===== config.mk =====
export PLATFORM = sky130hd
export DESIGN_NAME = fsr_message_hysteresis_trigger_core
export DESIGN_NICKNAME = d
export VERILOG_FILES = /design/src/rtl/fsr_ht_pkg.sv /design/src/rtl/fsr_ht_cfg.sv /design/src/rtl/fsr_ht_trigger.sv /design/src/rtl/fsr_message_hysteresis_trigger_core.sv
export SDC_FILE = /design/constraint.sdc
export NUM_CORES = 1
export LEC_CHECK = 0
export ABC_CLOCK_PERIOD_IN_PS = 16600
export BUFFER_PORTS_ARGS = -buffer_cell sky130_fd_sc_hd__buf_4
export CAP_MARGIN = 20
export CORE_ASPECT_RATIO = 0.5
export CORE_UTILIZATION = 42
export CTS_BUF_LIST = sky130_fd_sc_hd__clkbuf_4 sky130_fd_sc_hd__clkbuf_8 sky130_fd_sc_hd__clkbuf_16
export DETAILED_ROUTE_END_ITERATION = 7
export SLEW_MARGIN = 20
export SYNTH_ARGS = -nofsm -noshare
export SYNTH_HDL_FRONTEND = slang
export SYNTH_SLANG_ARGS = --single-unit
export TNS_END_PERCENT = 50

===== constraint.sdc =====
create_clock -name i_clk -period 16.6 [get_ports i_clk]
set_input_delay 0.83 -clock i_clk [delete_from_list [all_inputs] [get_ports i_clk]]
set_output_delay 0.83 -clock i_clk [all_outputs]
set_load 0.05 [all_outputs]

===== src/rtl/fsr_ht_pkg.sv =====
// Shared types and constants for the sensor message hysteresis trigger.
// Used by the config register file, the trigger cell and the top level.
package fsr_ht_pkg;

    localparam int NUM_SENS = 3;
    localparam int VAL_W    = 14;
    localparam int STAMP_W  = 32;
    localparam int CFG_IDX_W = 3;

    typedef logic [VAL_W-1:0]   t_value;
    typedef logic [STAMP_W-1:0] t_stamp;

    // per-sensor trigger state
    typedef struct packed {
        logic pressed;
        logic armed_high;
        logic armed_low;
    } t_trig_state;

    localparam t_trig_state TRIG_RESET = '{pressed: 1'b0, armed_high: 1'b1, armed_low: 1'b0};

    // message status codes
    localparam logic [7:0] STATUS_FIRST = 8'h90;
    localparam logic [7:0] STATUS_LAST  = 8'h95;

    // value decode
    localparam logic [4:0] HI_MASK = 5'd31;

    // thresholds
    localparam t_value CAPTURE_MIN  = 14'd2000;
    localparam t_value LEVEL_MARGIN = 14'd20;
    localparam t_value DELTA_MIN    = 14'd40;
    localparam t_value VALUE_MAX    = 14'h3FFF;

    // register reset values
    localparam t_value LEVEL_RESET = 14'd1500;
    localparam t_value DELTA_RESET = 14'd200;

    // configuration register indexes
    localparam logic [CFG_IDX_W-1:0] CFG_LEVEL_ONE   = 3'd0;
    localparam logic [CFG_IDX_W-1:0] CFG_LEVEL_TWO   = 3'd1;
    localparam logic [CFG_IDX_W-1:0] CFG_LEVEL_THREE = 3'd2;
    localparam logic [CFG_IDX_W-1:0] CFG_DELTA_ONE   = 3'd3;
    localparam logic [CFG_IDX_W-1:0] CFG_DELTA_TWO   = 3'd4;
    localparam logic [CFG_IDX_W-1:0] CFG_DELTA_THREE = 3'd5;

endpackage


===== src/rtl/fsr_ht_cfg.sv =====
// Level and delta register file with write-time clamping.
// Depends on fsr_ht_pkg.
module fsr_ht_cfg (
    input  logic                                     i_clk,
    input  logic                                     i_rst_n,
    input  logic                                     i_cfg_we,
    input  logic [fsr_ht_pkg::CFG_IDX_W-1:0]         i_cfg_index,
    input  fsr_ht_pkg::t_value                       i_cfg_data,
    output fsr_ht_pkg::t_value [fsr_ht_pkg::NUM_SENS-1:0] o_level,
    output fsr_ht_pkg::t_value [fsr_ht_pkg::NUM_SENS-1:0] o_delta
);

    fsr_ht_pkg::t_value [fsr_ht_pkg::NUM_SENS-1:0] r_level;
    fsr_ht_pkg::t_value [fsr_ht_pkg::NUM_SENS-1:0] r_delta;

    logic [fsr_ht_pkg::CFG_IDX_W-1:0] delta_idx;
    logic [1:0]                       lvl_sel;
    logic [1:0]                       dlt_sel;
    logic [fsr_ht_pkg::VAL_W:0]       floor_sum;
    fsr_ht_pkg::t_value               level_floor;
    fsr_ht_pkg::t_value               level_clamped;
    fsr_ht_pkg::t_value               delta_clamped;
    logic                             wr_level;
    logic                             wr_delta;

    assign delta_idx = i_cfg_index - fsr_ht_pkg::CFG_DELTA_ONE;
    assign lvl_sel   = i_cfg_index[1:0];
    assign dlt_sel   = delta_idx[1:0];

    // level floor is the sensor's delta plus margin, saturated
    assign floor_sum   = {1'b0, r_delta[lvl_sel]} + {1'b0, fsr_ht_pkg::LEVEL_MARGIN};
    assign level_floor = (floor_sum > {1'b0, fsr_ht_pkg::VALUE_MAX}) ?
                         fsr_ht_pkg::VALUE_MAX : floor_sum[fsr_ht_pkg::VAL_W-1:0];
    assign level_clamped = (i_cfg_data < level_floor) ? level_floor : i_cfg_data;
    assign delta_clamped = (i_cfg_data < fsr_ht_pkg::DELTA_MIN) ?
                           fsr_ht_pkg::DELTA_MIN : i_cfg_data;

    // index decode
    always_comb begin
        wr_level = 1'b0;
        wr_delta = 1'b0;
        unique case (i_cfg_index) inside
            fsr_ht_pkg::CFG_LEVEL_ONE, fsr_ht_pkg::CFG_LEVEL_TWO,
            fsr_ht_pkg::CFG_LEVEL_THREE: begin
                wr_level = i_cfg_we;
            end
            fsr_ht_pkg::CFG_DELTA_ONE, fsr_ht_pkg::CFG_DELTA_TWO,
            fsr_ht_pkg::CFG_DELTA_THREE: begin
                wr_delta = i_cfg_we;
            end
            default: begin
                wr_level = 1'b0;
                wr_delta = 1'b0;
            end
        endcase
    end

    always_ff @(posedge i_clk) begin
        if (!i_rst_n) begin
            for (int i = 0; i < fsr_ht_pkg::NUM_SENS; i++) begin
                r_level[i] <= fsr_ht_pkg::LEVEL_RESET;
                r_delta[i] <= fsr_ht_pkg::DELTA_RESET;
            end
        end else begin
            if (wr_level) begin
                r_level[lvl_sel] <= level_clamped;
            end
            if (wr_delta) begin
                r_delta[dlt_sel] <= delta_clamped;
            end
        end
    end

    assign o_level = r_level;
    assign o_delta = r_delta;

endmodule


===== src/rtl/fsr_ht_trigger.sv =====
// Hysteresis trigger cell for one sensor: next state and press/release events.
// Depends on fsr_ht_pkg.
module fsr_ht_trigger (
    input  fsr_ht_pkg::t_value      i_pressure,
    input  fsr_ht_pkg::t_value      i_level,
    input  fsr_ht_pkg::t_value      i_delta,
    input  fsr_ht_pkg::t_trig_state i_state,
    output fsr_ht_pkg::t_trig_state o_state,
    output logic                    o_on,
    output logic                    o_off
);

    // signed compares with one guard bit for L+D and L-D
    logic signed [fsr_ht_pkg::VAL_W+1:0] p_s;
    logic signed [fsr_ht_pkg::VAL_W+1:0] lv_s;
    logic signed [fsr_ht_pkg::VAL_W+1:0] hi_s;
    logic signed [fsr_ht_pkg::VAL_W+1:0] lo_s;
    logic above_hi;
    logic below_lo;
    logic above_lv;
    logic below_lv;
    logic ah1;
    logic al1;

    assign p_s  = $signed({2'b00, i_pressure});
    assign lv_s = $signed({2'b00, i_level});
    assign hi_s = lv_s + $signed({2'b00, i_delta});
    assign lo_s = lv_s - $signed({2'b00, i_delta});

    assign above_hi = p_s > hi_s;
    assign below_lo = p_s < lo_s;
    assign above_lv = p_s > lv_s;
    assign below_lv = p_s < lv_s;

    assign ah1 = i_state.armed_high | above_hi;
    assign al1 = i_state.armed_low | below_lo;

    always_comb begin
        o_state = i_state;
        o_on    = 1'b0;
        o_off   = 1'b0;
        if (i_state.pressed) begin
            o_state.armed_high = ah1;
            if (ah1 && below_lv) begin
                o_state.pressed   = 1'b0;
                o_state.armed_low = 1'b0;
                o_off             = 1'b1;
            end else if (!ah1 && below_lo) begin
                o_state.pressed   = 1'b0;
                o_state.armed_low = 1'b1;
                o_off             = 1'b1;
            end
        end else begin
            o_state.armed_low = al1;
            if (al1 && above_lv) begin
                o_state.pressed    = 1'b1;
                o_state.armed_high = 1'b0;
                o_on               = 1'b1;
            end else if (!al1 && above_hi) begin
                o_state.pressed    = 1'b1;
                o_state.armed_high = 1'b1;
                o_on               = 1'b1;
            end
        end
    end

endmodule


===== src/rtl/fsr_message_hysteresis_trigger_core.sv =====
// Sensor message decoder with per-sensor hysteresis press/release trigger.
// A message passes the input register, then the result register, on its way to the result transfer.
// Throughput: one message per cycle while the result stream is not stalled; the
// decode and trigger compares sit between the input register and the result register.
// Reset (i_rst_n low, synchronous): both stages empty, stored positions,
// stamps and pressures zero, triggers released and armed high, levels 1500, deltas 200.
module fsr_message_hysteresis_trigger_core (
    input  logic                                 i_clk,
    input  logic                                 i_rst_n,
    // configuration write port
    input  logic                                 i_cfg_we,
    input  logic [fsr_ht_pkg::CFG_IDX_W-1:0]     i_cfg_index,
    input  fsr_ht_pkg::t_value                   i_cfg_data,
    // input stream
    input  logic                                 s_axis_tvalid,
    output logic                                 s_axis_tready,
    // status_byte[7:0], data_hi[14:8], data_lo[21:15], stamp[53:22], zero pad[55:54]
    input  logic [55:0]                          s_axis_tdata,
    // result stream
    output logic                                 m_axis_tvalid,
    input  logic                                 m_axis_tready,
    // sensor_index[1:0], decoded_value[15:2], location_captured[16],
    // location[30:17], location_stamp[62:31], on_events[65:63],
    // off_events[68:66], pressed_flags[71:69]
    output logic [71:0]                          m_axis_tdata,
    // is_pressure[0], unknown_status[1]
    output logic [1:0]                           m_axis_tuser,
    // frame_done
    output logic                                 m_axis_tlast
);

    localparam int NS = fsr_ht_pkg::NUM_SENS;

    // input stage
    logic                 r_in_valid;
    logic [7:0]           r_in_status;
    logic [6:0]           r_in_hi;
    logic [6:0]           r_in_lo;
    fsr_ht_pkg::t_stamp   r_in_stamp;

    // result stage
    logic                 r_out_valid;
    logic [71:0]          r_out_tdata;
    logic [1:0]           r_out_tuser;
    logic                 r_out_tlast;

    // sensor state
    fsr_ht_pkg::t_value      [NS-1:0] r_position;
    fsr_ht_pkg::t_stamp      [NS-1:0] r_pos_stamp;
    fsr_ht_pkg::t_value      [NS-1:0] r_pressure;
    fsr_ht_pkg::t_trig_state [NS-1:0] r_trig;

    fsr_ht_pkg::t_value      [NS-1:0] level;
    fsr_ht_pkg::t_value      [NS-1:0] delta;
    fsr_ht_pkg::t_value      [NS-1:0] trig_pressure;
    fsr_ht_pkg::t_trig_state [NS-1:0] trig_next;
    logic                    [NS-1:0] trig_on;
    logic                    [NS-1:0] trig_off;

    logic                 advance;
    logic                 known;
    logic [7:0]           status_ofs;
    logic [1:0]           sens;
    logic                 is_p;
    logic                 frame;
    logic                 capture;
    fsr_ht_pkg::t_value   val;
    fsr_ht_pkg::t_trig_state [NS-1:0] n_trig;
    logic [NS-1:0]        pressed_now;
    logic [NS-1:0]        on_ev;
    logic [NS-1:0]        off_ev;
    fsr_ht_pkg::t_value   loc;
    fsr_ht_pkg::t_stamp   loc_stamp;
    logic [71:0]          n_out_tdata;
    logic [1:0]           n_out_tuser;
    logic                 n_out_tlast;

    fsr_ht_cfg u_cfg (
        .i_clk       (i_clk),
        .i_rst_n     (i_rst_n),
        .i_cfg_we    (i_cfg_we),
        .i_cfg_index (i_cfg_index),
        .i_cfg_data  (i_cfg_data),
        .o_level     (level),
        .o_delta     (delta)
    );

    // handshake: stage 1 moves when the result register is free or draining
    assign advance       = r_in_valid && (!r_out_valid || m_axis_tready);
    assign s_axis_tready = !r_in_valid || advance;

    always_ff @(posedge i_clk) begin
        if (!i_rst_n) begin
            r_in_valid <= 1'b0;
        end else if (s_axis_tready) begin
            r_in_valid <= s_axis_tvalid;
        end
    end

    always_ff @(posedge i_clk) begin
        if (s_axis_tready && s_axis_tvalid) begin
            r_in_status <= s_axis_tdata[7:0];
            r_in_hi     <= s_axis_tdata[14:8];
            r_in_lo     <= s_axis_tdata[21:15];
            r_in_stamp  <= s_axis_tdata[53:22];
        end
    end

    // message decode
    assign known      = (r_in_status >= fsr_ht_pkg::STATUS_FIRST) &&
                        (r_in_status <= fsr_ht_pkg::STATUS_LAST);
    assign status_ofs = r_in_status - fsr_ht_pkg::STATUS_FIRST;
    assign sens       = status_ofs[2:1];
    assign is_p       = status_ofs[0];
    assign frame      = r_in_status == fsr_ht_pkg::STATUS_LAST;
    assign val        = {r_in_hi[4:0] & fsr_ht_pkg::HI_MASK, r_in_lo, 2'b00};
    assign capture    = known && is_p && (val > fsr_ht_pkg::CAPTURE_MIN);

    // trigger cells see the pressure as stored by this message
    for (genvar g = 0; g < NS; g++) begin : g_trig
        assign trig_pressure[g] = (is_p && (sens == 2'(g))) ? val : r_pressure[g];

        fsr_ht_trigger u_trig (
            .i_pressure (trig_pressure[g]),
            .i_level    (level[g]),
            .i_delta    (delta[g]),
            .i_state    (r_trig[g]),
            .o_state    (trig_next[g]),
            .o_on       (trig_on[g]),
            .o_off      (trig_off[g])
        );

        assign pressed_now[g] = n_trig[g].pressed;
    end

    assign n_trig    = (known && frame) ? trig_next : r_trig;
    assign on_ev     = (known && frame) ? trig_on : '0;
    assign off_ev    = (known && frame) ? trig_off : '0;
    assign loc       = capture ? r_position[sens] : '0;
    assign loc_stamp = capture ? r_pos_stamp[sens] : '0;

    // result packing
    always_comb begin
        if (known) begin
            n_out_tdata = {pressed_now, off_ev, on_ev, loc_stamp, loc, capture, val, sens};
            n_out_tuser = {1'b0, is_p};
            n_out_tlast = frame;
        end else begin
            n_out_tdata = {pressed_now, 69'd0};
            n_out_tuser = 2'b10;
            n_out_tlast = 1'b0;
        end
    end

    // sensor state update
    always_ff @(posedge i_clk) begin
        if (!i_rst_n) begin
            for (int i = 0; i < NS; i++) begin
                r_position[i]  <= '0;
                r_pos_stamp[i] <= '0;
                r_pressure[i]  <= '0;
                r_trig[i]      <= fsr_ht_pkg::TRIG_RESET;
            end
        end else if (advance && known) begin
            if (is_p) begin
                r_pressure[sens] <= val;
            end else begin
                r_position[sens]  <= val;
                r_pos_stamp[sens] <= r_in_stamp;
            end
            r_trig <= n_trig;
        end
    end

    // result register
    always_ff @(posedge i_clk) begin
        if (!i_rst_n) begin
            r_out_valid <= 1'b0;
        end else if (advance) begin
            r_out_valid <= 1'b1;
        end else if (m_axis_tready) begin
            r_out_valid <= 1'b0;
        end
    end

    always_ff @(posedge i_clk) begin
        if (advance) begin
            r_out_tdata <= n_out_tdata;
            r_out_tuser <= n_out_tuser;
            r_out_tlast <= n_out_tlast;
        end
    end

    assign m_axis_tvalid = r_out_valid;
    assign m_axis_tdata  = r_out_tdata;
    assign m_axis_tuser  = r_out_tuser;
    assign m_axis_tlast  = r_out_tlast;

`ifndef ASSERT_OFF
    // a sensor never presses and releases in the same frame
    a_events_disjoint: assert property (@(posedge i_clk) disable iff (!i_rst_n)
        m_axis_tvalid |-> ((m_axis_tdata[65:63] & m_axis_tdata[68:66]) == 3'd0))
        else $error("press and release on the same sensor");

    // a press leaves the sensor pressed, a release leaves it released
    a_events_match_flags: assert property (@(posedge i_clk) disable iff (!i_rst_n)
        m_axis_tvalid |-> (((m_axis_tdata[65:63] & ~m_axis_tdata[71:69]) == 3'd0) &&
                           ((m_axis_tdata[68:66] & m_axis_tdata[71:69]) == 3'd0)))
        else $error("event bits disagree with pressed flags");

    // unknown status carries no frame close and no events
    a_unknown_quiet: assert property (@(posedge i_clk) disable iff (!i_rst_n)
        (m_axis_tvalid && m_axis_tuser[1]) |->
            (!m_axis_tlast && !m_axis_tuser[0] && (m_axis_tdata[68:63] == 6'd0)))
        else $error("unknown status result carries frame data");

    // trigger state only moves on a frame-closing message
    a_trig_hold: assert property (@(posedge i_clk) disable iff (!i_rst_n)
        !(advance && known && frame) |=> $stable(r_trig))
        else $error("trigger state changed outside a frame close");

    // an item in the input stage with an empty result stage lands next cycle
    a_fill: assert property (@(posedge i_clk) disable iff (!i_rst_n)
        (r_in_valid && !r_out_valid) |=> r_out_valid)
        else $error("result stage failed to load");
`endif

endmodule


==> results of run 1 <==
## synthesized netlist by cell type (all sizes together) (15+ instances only)
cell,number,share of area [%]
clkbuf,136,2.3
and2,30,0.84
buf,18,0.50
a21o,24,0.81
ha,207,12
nand3,23,0.54
xnor2,58,2.3
nand2b,24,0.68
o211ai,16,0.54
nor3,37,0.83
nor2b,19,0.53
dfxtp,263,24
nand2,463,7.8
nor2,203,3.4
a21oi,359,8.1
o21a,15,0.51
mux2,37,1.9
mux2i,64,2.9
a211oi,26,0.90
inv,130,2.2
edfxtp,123,17
o21ai,91,2.0
nand4,19,0.53
xor2,17,0.67
## kinds of logic after synthesis
group	synth area share (%)
and+or+nand+nor	17.4
AOI/OAI and AO/OA	17.4
DFF	40.3
buffers and inverters	5.00
adders and majority gates	12.2
muxes	4.76
xor gates and xnor gates	2.96
other	0.0169
## where the power goes
group / total [mW] / leakage, nW / switching, mW / internal, mW
Sequential: 1.01 / 3.33 / 0.0211 / 0.993
Combinational: 0.281 / 5.97 / 0.176 / 0.105
Clock: 0.929 / 0.660 / 0.396 / 0.532
## worst min-delay path, cell delays in order, from the launching register on
cell and delay (ps):
dfxtp_1 310, nand2_1 50, a21oi_1 50
## layer usage
layer | vias up | routed length, um | share of wire, %
met5 | - | 0 | 0
met4 | 0 | 1170 | 1.9
met3 | 78 | 3710 | 5.9
met2 | 432 | 28100 | 45
met1 | 8722 | 29900 | 48
li1 | 9130 | - | -
## area by class of cell
type                    count  share of cell area (%)
inverters                 130                    1.96
repair buffers            168                    5.06
well taps                 701                    3.49
clock buffers              51                    4.48
multi-input cells        1927                    48.5
clock inverters            19                   0.875
flip-flops and latches    386                    35.6
## registers in the layout, summed over array words and instances, names as in the netlist, 2 cells and up
name and count:
m_axis_tdata 68, r_trig 9, r_in_stamp 32, m_axis_tuser 2, u_cfg.o_level 42, r_in_status 8
u_cfg.o_delta 42, r_position 36, r_in_lo 7, r_pressure 36, r_pos_stamp 96, r_in_hi 5
## how the worst min path moves through the flow
stage                                            from                     endpoint  slack (ps)  cells past startpoint
final                     r_pressure[20]$_SDFFE_PN0P_  r_pressure[20]$_SDFFE_PN0P_         450                      2
after global routing                 s_axis_tdata[28]      r_in_stamp[6]$_DFFE_PP_         430                      1
after CTS                            s_axis_tdata[17]         r_in_lo[2]$_DFFE_PP_         430                      1
after detailed placement  r_position[31]$_SDFFE_PN0P_  r_position[31]$_SDFFE_PN0P_         450                      2
after global placement    r_pressure[19]$_SDFFE_PN0P_  r_pressure[19]$_SDFFE_PN0P_         440                      2
after floorplan           r_pressure[16]$_SDFFE_PN0P_  r_pressure[16]$_SDFFE_PN0P_         430                      2
## placed cells by master, fill, tap and decap left out, drive strengths merged, types with 15 or more instances in the layout
master	n
edfxtp	123
o21a	15
clkbuf	51
dfxtp	263
and2	30
nand4	19
xor2	17
nor3	37
o211ai	16
buf	168
o21ai	91
nor2	203
nor2b	19
a211oi	26
a21oi	359
mux2i	64
nand2b	24
nand2	463
mux2	37
ha	207
a21o	24
xnor2	58
inv	132
nand3	23
## per-stage QoR
stage	instances	utilization (%)	worst slack, ps
2_1_floorplan	2597	-	10530
6_report	3382	48.3	11130
3_3_place_gp	3311	45.6	10700
3_5_place_dp	3311	45.6	10670
4_1_cts	3381	48.2	11240
5_1_grt	3382	48.3	10740
==> results.py, run 1 <==
metrics = {
    "outcome": {
        "status": "complete, no violations",
    },
    "worst_setup_path": {
        "cp_max_fo": 24,
        "r2r_slack_ps": 11350,
        "cp.arrival_ps": 5870,
        "r2r-end": "u_cfg.o_level[22]$_SDFFE_PN1P_",
        "crit_family": "compound AO/OA/AOI/OAI gates",
        "crit_path_start": "i_cfg_index[0]",
        "crit_top_cell": "o21ai_0",
        "critPathLaunchType": "primary input",
        "critPathRequiredTime_ps": 17000,
        "reg2regPathDepth": 17,
        "setup.worst_path.end_class": "flip-flop",
        "crit_path_cell_trace": "buf_4 -> nor2b_1 -> buf_4 -> o2bb2ai_1 -> ha_1 -> nor2_1 -> o211ai_1 -> nor4b_1 -> o21ai_0 -> a21oi_2 -> nor2_1 -> ha_1 -> a21o_1 -> a211oi_1 -> o21ai_0 -> a211oi_1 -> o21ai_0 -> o31ai_1 -> o21ai_0",
        "crit_path_top_delay_cell": "o31ai_1",
        "crit_path_max_incr_delay_ps": 660,
        "cp_num_buf_inv": 2,
        "crit_path_end": "u_cfg.o_level[22]$_SDFFE_PN1P_",
        "worst-path-stages": 19,
        "reg2reg_from": "u_cfg.o_delta[30]$_SDFFE_PN0P_",
        "crit_type": "in2reg",
    },
    "clocking": {
        "cts_max_path_buffers": 3,
        "clkTransAtPathRegs_ps": 60,
        "root_buffer": "clkbuf_16",
        "insertion_delay_ps": 550,
        "cts_buffers": 39,
        "holdBufCountCts": 0,
        "post_cts_buffers": 0,
        "cts_tree": "yes",
        "cts-resized-gates": 0,
        "htree_num_levels": 2,
        "clock-sinks": 386,
    },
    "logic_synthesis": {
        "synth_area_per_cell_um2": 8.57,
        "synth-seq-cells": 386,
        "dominantRegCellSynth": "dfxtp_1",
        "netlist_area_um2": 22200,
        "yosysWarnings": 0,
        "seq_area_frac_synth_pct": 40.3,
        "ys_types": 86,
        "synthCells": 2594,
        "synth_edf_count": 123,
        "synthArstFlopShare_pct": 0,
    },
    "detailed_routing": {
        "drc": 0,
        "vias": 18400,
        "wire_per_inst_um": 18.6,
        "drt-pass1-iter-count": 7,
        "ant_nets": 0,
        "totalWireLength_um": 62800,
        "drt_iter0_drc": 1340,
        "vias_per_cell": 5.43,
    },
    "flow_run": {
        "drv_cap": 0,
    },
    "sta": {
        "min_period_over_period_pct": 33.0,
        "worst_pin_slew_ps": 986,
        "drv_slew": 0,
        "finalSetupViolations": 0,
        "rsz0062_at_grt": "false",
        "tns_ps": 0,
        "period_needed_ps": 5470,
        "relSlewSlack_pct": 33.7,
        "timing.hold.ws_ps": 452,
        "fin_skew_ps": 12.3,
        "fmax_mhz": 183,
        "finalHoldViolations": 0,
    },
    "layout": {
        "syn_to_final_growth_pct": 13.2,
        "final_nets": 2943,
        "insertedDiodeCount": 0,
        "multi_input_area_um2": 12200,
        "stdcell_area_um2": 25200,
        "drive_above_1_share_pct": 11.0,
        "fillers": 5063,
        "seq_area_um2": 8960,
    },
    "power": {
        "p_per_area_nw_per_um2": 88.4,
        "total_power_mw": 2.22,
        "leakagePower_nw": 9.97,
        "vdd_drop_max_v": 0.0000943,
    },
    "global_route": {
        "grtUsageMet1_pct": 31.6,
        "grt.busiest_layer": "met2",
        "grt_antenna_before_repair": 0,
        "grtUsageMet3_pct": 4.29,
        "grt_pass1_wl_um": 97400,
        "grt_pass1_vias": 17200,
        "met2_usage_pct": 37.6,
        "grt_max_degree": 104,
        "grt_use_total_pct": 23.0,
        "overflow": 0,
    },
    "floorplan": {
        "fp.coreArea_um2": 52100,
        "ios": 155,
        "die_area_um2": 53900,
        "initial_core_util_pct": 42.6,
        "rows": 59,
        "dieWidth_um": 327,
        "fp.dieH_um": 165,
    },
    "place": {
        "port_buffers": 146,
        "gp_congestion": 0.922,
        "dpl_cell_area_um2": 23800,
        "dp_hpwl_um": 43500,
    },
    "min_path": {
        "min_path_type": "reg2reg",
    },
}
Power figures use the tool's default switching activity.
==> run 2, diff against run 1 <==
--- a/config.mk
+++ b/config.mk
@@ -5,7 +5,8 @@
 export SDC_FILE = /design/constraint.sdc
 export NUM_CORES = 1
 export LEC_CHECK = 0
-export ABC_CLOCK_PERIOD_IN_PS = 16600
+export ABC_AREA = 1
+export ABC_CLOCK_PERIOD_IN_PS = 4800
 export BUFFER_PORTS_ARGS = -buffer_cell sky130_fd_sc_hd__buf_4
 export CAP_MARGIN = 20
 export CORE_ASPECT_RATIO = 0.5
==> constraint.sdc (replaced) <==
create_clock -name i_clk -period 4.8 [get_ports i_clk]
set_input_delay 0.24 -clock i_clk [delete_from_list [all_inputs] [get_ports i_clk]]
set_output_delay 0.24 -clock i_clk [all_outputs]
set_load 0.05 [all_outputs]
==> run 2 against run 1 <==
Via count rose by 2.9%. Largest cell class unchanged. Non-clock buffer count rose by 61. Setup slack got worse by 11000 ps. Critical endpoint is now m_axis_tdata[70]$_DFFE_PP_. Highest routed layer unchanged. Power rose to 3.4 times the previous value. Hold slack got worse by 420 ps.
==> results.py, run 2 <==
metrics = {
    "clocking": {
        "root_buffer": "clkbuf_16",
        "cts_tree": "yes",
        "cts_max_path_buffers": 3,
        "cts_buffers": 38,
        "insertion_delay_ps": 570,
        "post_cts_buffers": 0,
        "htree_num_levels": 2,
        "clock-sinks": 386,
        "clkTransAtPathRegs_ps": 60,
    },
    "sta": {
        "finalSetupViolations": 0,
        "period_needed_ps": 4340,
        "relSlewSlack_pct": 13.8,
        "finalHoldViolations": 0,
        "rsz0062_at_grt": "false",
        "drv_slew": 0,
        "min_period_over_period_pct": 90.4,
        "timing.hold.ws_ps": 36.7,
        "fin_skew_ps": 23.5,
        "worst_pin_slew_ps": 1280,
        "tns_ps": 0,
        "fmax_mhz": 230,
    },
    "floorplan": {
        "rows": 58,
        "dieWidth_um": 324,
        "fp.coreArea_um2": 50800,
        "die_area_um2": 53000,
        "fp.dieH_um": 163,
        "ios": 155,
        "initial_core_util_pct": 43.0,
    },
    "global_route": {
        "grt_use_total_pct": 23.3,
        "grt_pass1_wl_um": 97400,
        "overflow": 0,
        "grt_pass1_vias": 17700,
        "grt_max_degree": 85,
        "grt_antenna_before_repair": 0,
    },
    "worst_setup_path": {
        "critPathLaunchType": "flip-flop",
        "critPathRequiredTime_ps": 5110,
        "reg2regPathDepth": 28,
        "cp_num_buf_inv": 3,
        "crit_path_top_delay_cell": "ha_1",
        "setup.worst_path.end_class": "flip-flop",
        "cp.arrival_ps": 4650,
        "cp_max_fo": 7,
        "crit_top_cell": "nand2_1",
        "worst-path-stages": 28,
        "crit_family": "simple AND/OR/NAND/NOR gates",
        "crit_type": "reg2reg",
        "crit_path_max_incr_delay_ps": 420,
    },
    "place": {
        "place_inst": 3497,
        "port_buffers": 146,
        "gp_congestion": 0.936,
        "dp_hpwl_um": 45200,
    },
    "min_path": {
        "min_path_type": "in2reg",
        "hold_depth": 3,
    },
    "logic_synthesis": {
        "synthArstFlopShare_pct": 0,
        "synth_compound_area_share_pct": 18.7,
        "synth_edf_count": 123,
        "seq_area_frac_synth_pct": 41.0,
        "synth_top_family_by_area": "compound AO/OA/AOI/OAI gates",
        "synth_mux_area_share_pct": 0,
        "yosysTopAreaCell": "dfxtp_1",
        "synth-seq-cells": 386,
        "post-synth-top-count-cell": "nand2_1",
        "netlist_area_um2": 21800,
        "synthXorXnorAreaFrac_pct": 3.01,
        "synth_area_per_cell_um2": 7.92,
        "synth_common_cells": "nand2_1, inv_1, a21oi_1",
        "synth_fa_ha_area_share_pct": 12.4,
        "synth-simple-area-share_pct": 15.8,
        "ys_types": 49,
        "synthCells": 2756,
        "synth_area_leaders": "dfxtp_1, edfxtp_1, ha_1",
        "yosysWarnings": 0,
        "synth_top_area_share_pct": 24.1,
        "dominantRegCellSynth": "dfxtp_1",
    },
    "power": {
        "p_per_area_nw_per_um2": 300,
        "leakagePower_nw": 11.1,
        "total_power_mw": 7.59,
        "vdd_drop_max_v": 0.000230,
    },
    "layout": {
        "largest_register_ffs": 96,
        "insertedDiodeCount": 0,
        "final_common_cell": "nand2_1",
        "fin_cells": 3621,
        "mostFrequentLayoutCells": "nand2_1, inv_1, a21oi_1",
        "final_core_util_pct": 49.8,
        "multi_input_area_um2": 11000,
        "drive_above_1_share_pct": 10.3,
        "top_register": "r_pos_stamp",
        "syn_to_final_growth_pct": 15.9,
        "final_nets": 3192,
        "fillers": 4958,
        "seq_area_um2": 8960,
    },
    "detailed_routing": {
        "totalWireLength_um": 62600,
        "vias": 18900,
        "drc": 0,
        "drt-pass1-iter-count": 5,
        "ant_nets": 0,
        "wire_per_inst_um": 17.3,
        "drt_iter0_drc": 1642,
        "vias_per_cell": 5.22,
    },
    "flow_run": {
        "drv_cap": 0,
    },
    "outcome": {
        "status": "complete, no violations",
    },
}
## run 2: tightest hold or removal path: cells and delay by family
| kind | cells | cell delay (ps) |
|---|---|---|
| AO/OA/AOI/OAI | 2 | 140 |
| buffers and inverters | 1 | 170 |
## run 2: timing repair
| item | 4_1_cts | 5_1_grt |
|---|---|---|
| hold endpoints to repair | 54 | 0 |
| setup endpoints to repair | 0 | 4 |
| hold buffers | 54 | 0 |
| gates resized for setup | 0 | 2 |
## run 2: per-layer routing
| layer | routed length [um] | vias up | GRT usage, % |
|---|---|---|---|
| li1 | - | 9541 | - |
| met1 | 29800 | 8786 | 32.2 |
| met2 | 28300 | 467 | 38.3 |
| met3 | 3130 | 92 | 3.18 |
| met4 | 1420 | 0 | 5.97 |
| met5 | 0 | - | 0 |
## run 2: final timing paths
path,startpoint,endpoint,slack [ps]
worst max-delay path,u_cfg.o_delta[16]$_SDFFE_PN0P_,m_axis_tdata[70]$_DFFE_PP_,460
worst min-delay path,i_cfg_data[6],u_cfg.o_delta[6]$_SDFFE_PN1P_,40
worst max register to register,u_cfg.o_delta[16]$_SDFFE_PN0P_,m_axis_tdata[70]$_DFFE_PP_,460
worst min register to register,r_pressure[32]$_SDFFE_PN0P_,r_pressure[32]$_SDFFE_PN0P_,450
## run 2: final cells by class
type	instances	share of cell area (%)
Multi-Input combinational cell	1869	43.3
Sequential cell	386	35.4
Timing Repair Buffer	229	7.48
Inverter	377	5.60
Clock buffer	52	4.20
Tap cell	690	3.41
Clock inverter	18	0.588
## run 2: metrics by stage
step	cell area [um2]	setup WS [ps]
after floorplan	21800	1010
after global placement	23500	542
after global routing	25300	37.2
after detailed placement	23500	448
after CTS	25300	392
final	25300	460
## run 2: logic make-up (layout without fill, tap and decap cells)
family / after synthesis / in the layout
DFF: 386 / 386
xor gates and xnor gates: 75 / 75
other: 1 / 4
AOI/OAI and AO/OA: 768 / 768
buffers and inverters: 504 / 676
and+or+nand+nor: 809 / 809
adders and majority gates: 213 / 213
## run 2: report_power, final
part	internal, mW	switching (mW)
combinational	0.381	0.747
clock	1.59	1.36
sequential	3.45	0.0636
total	5.42	2.17
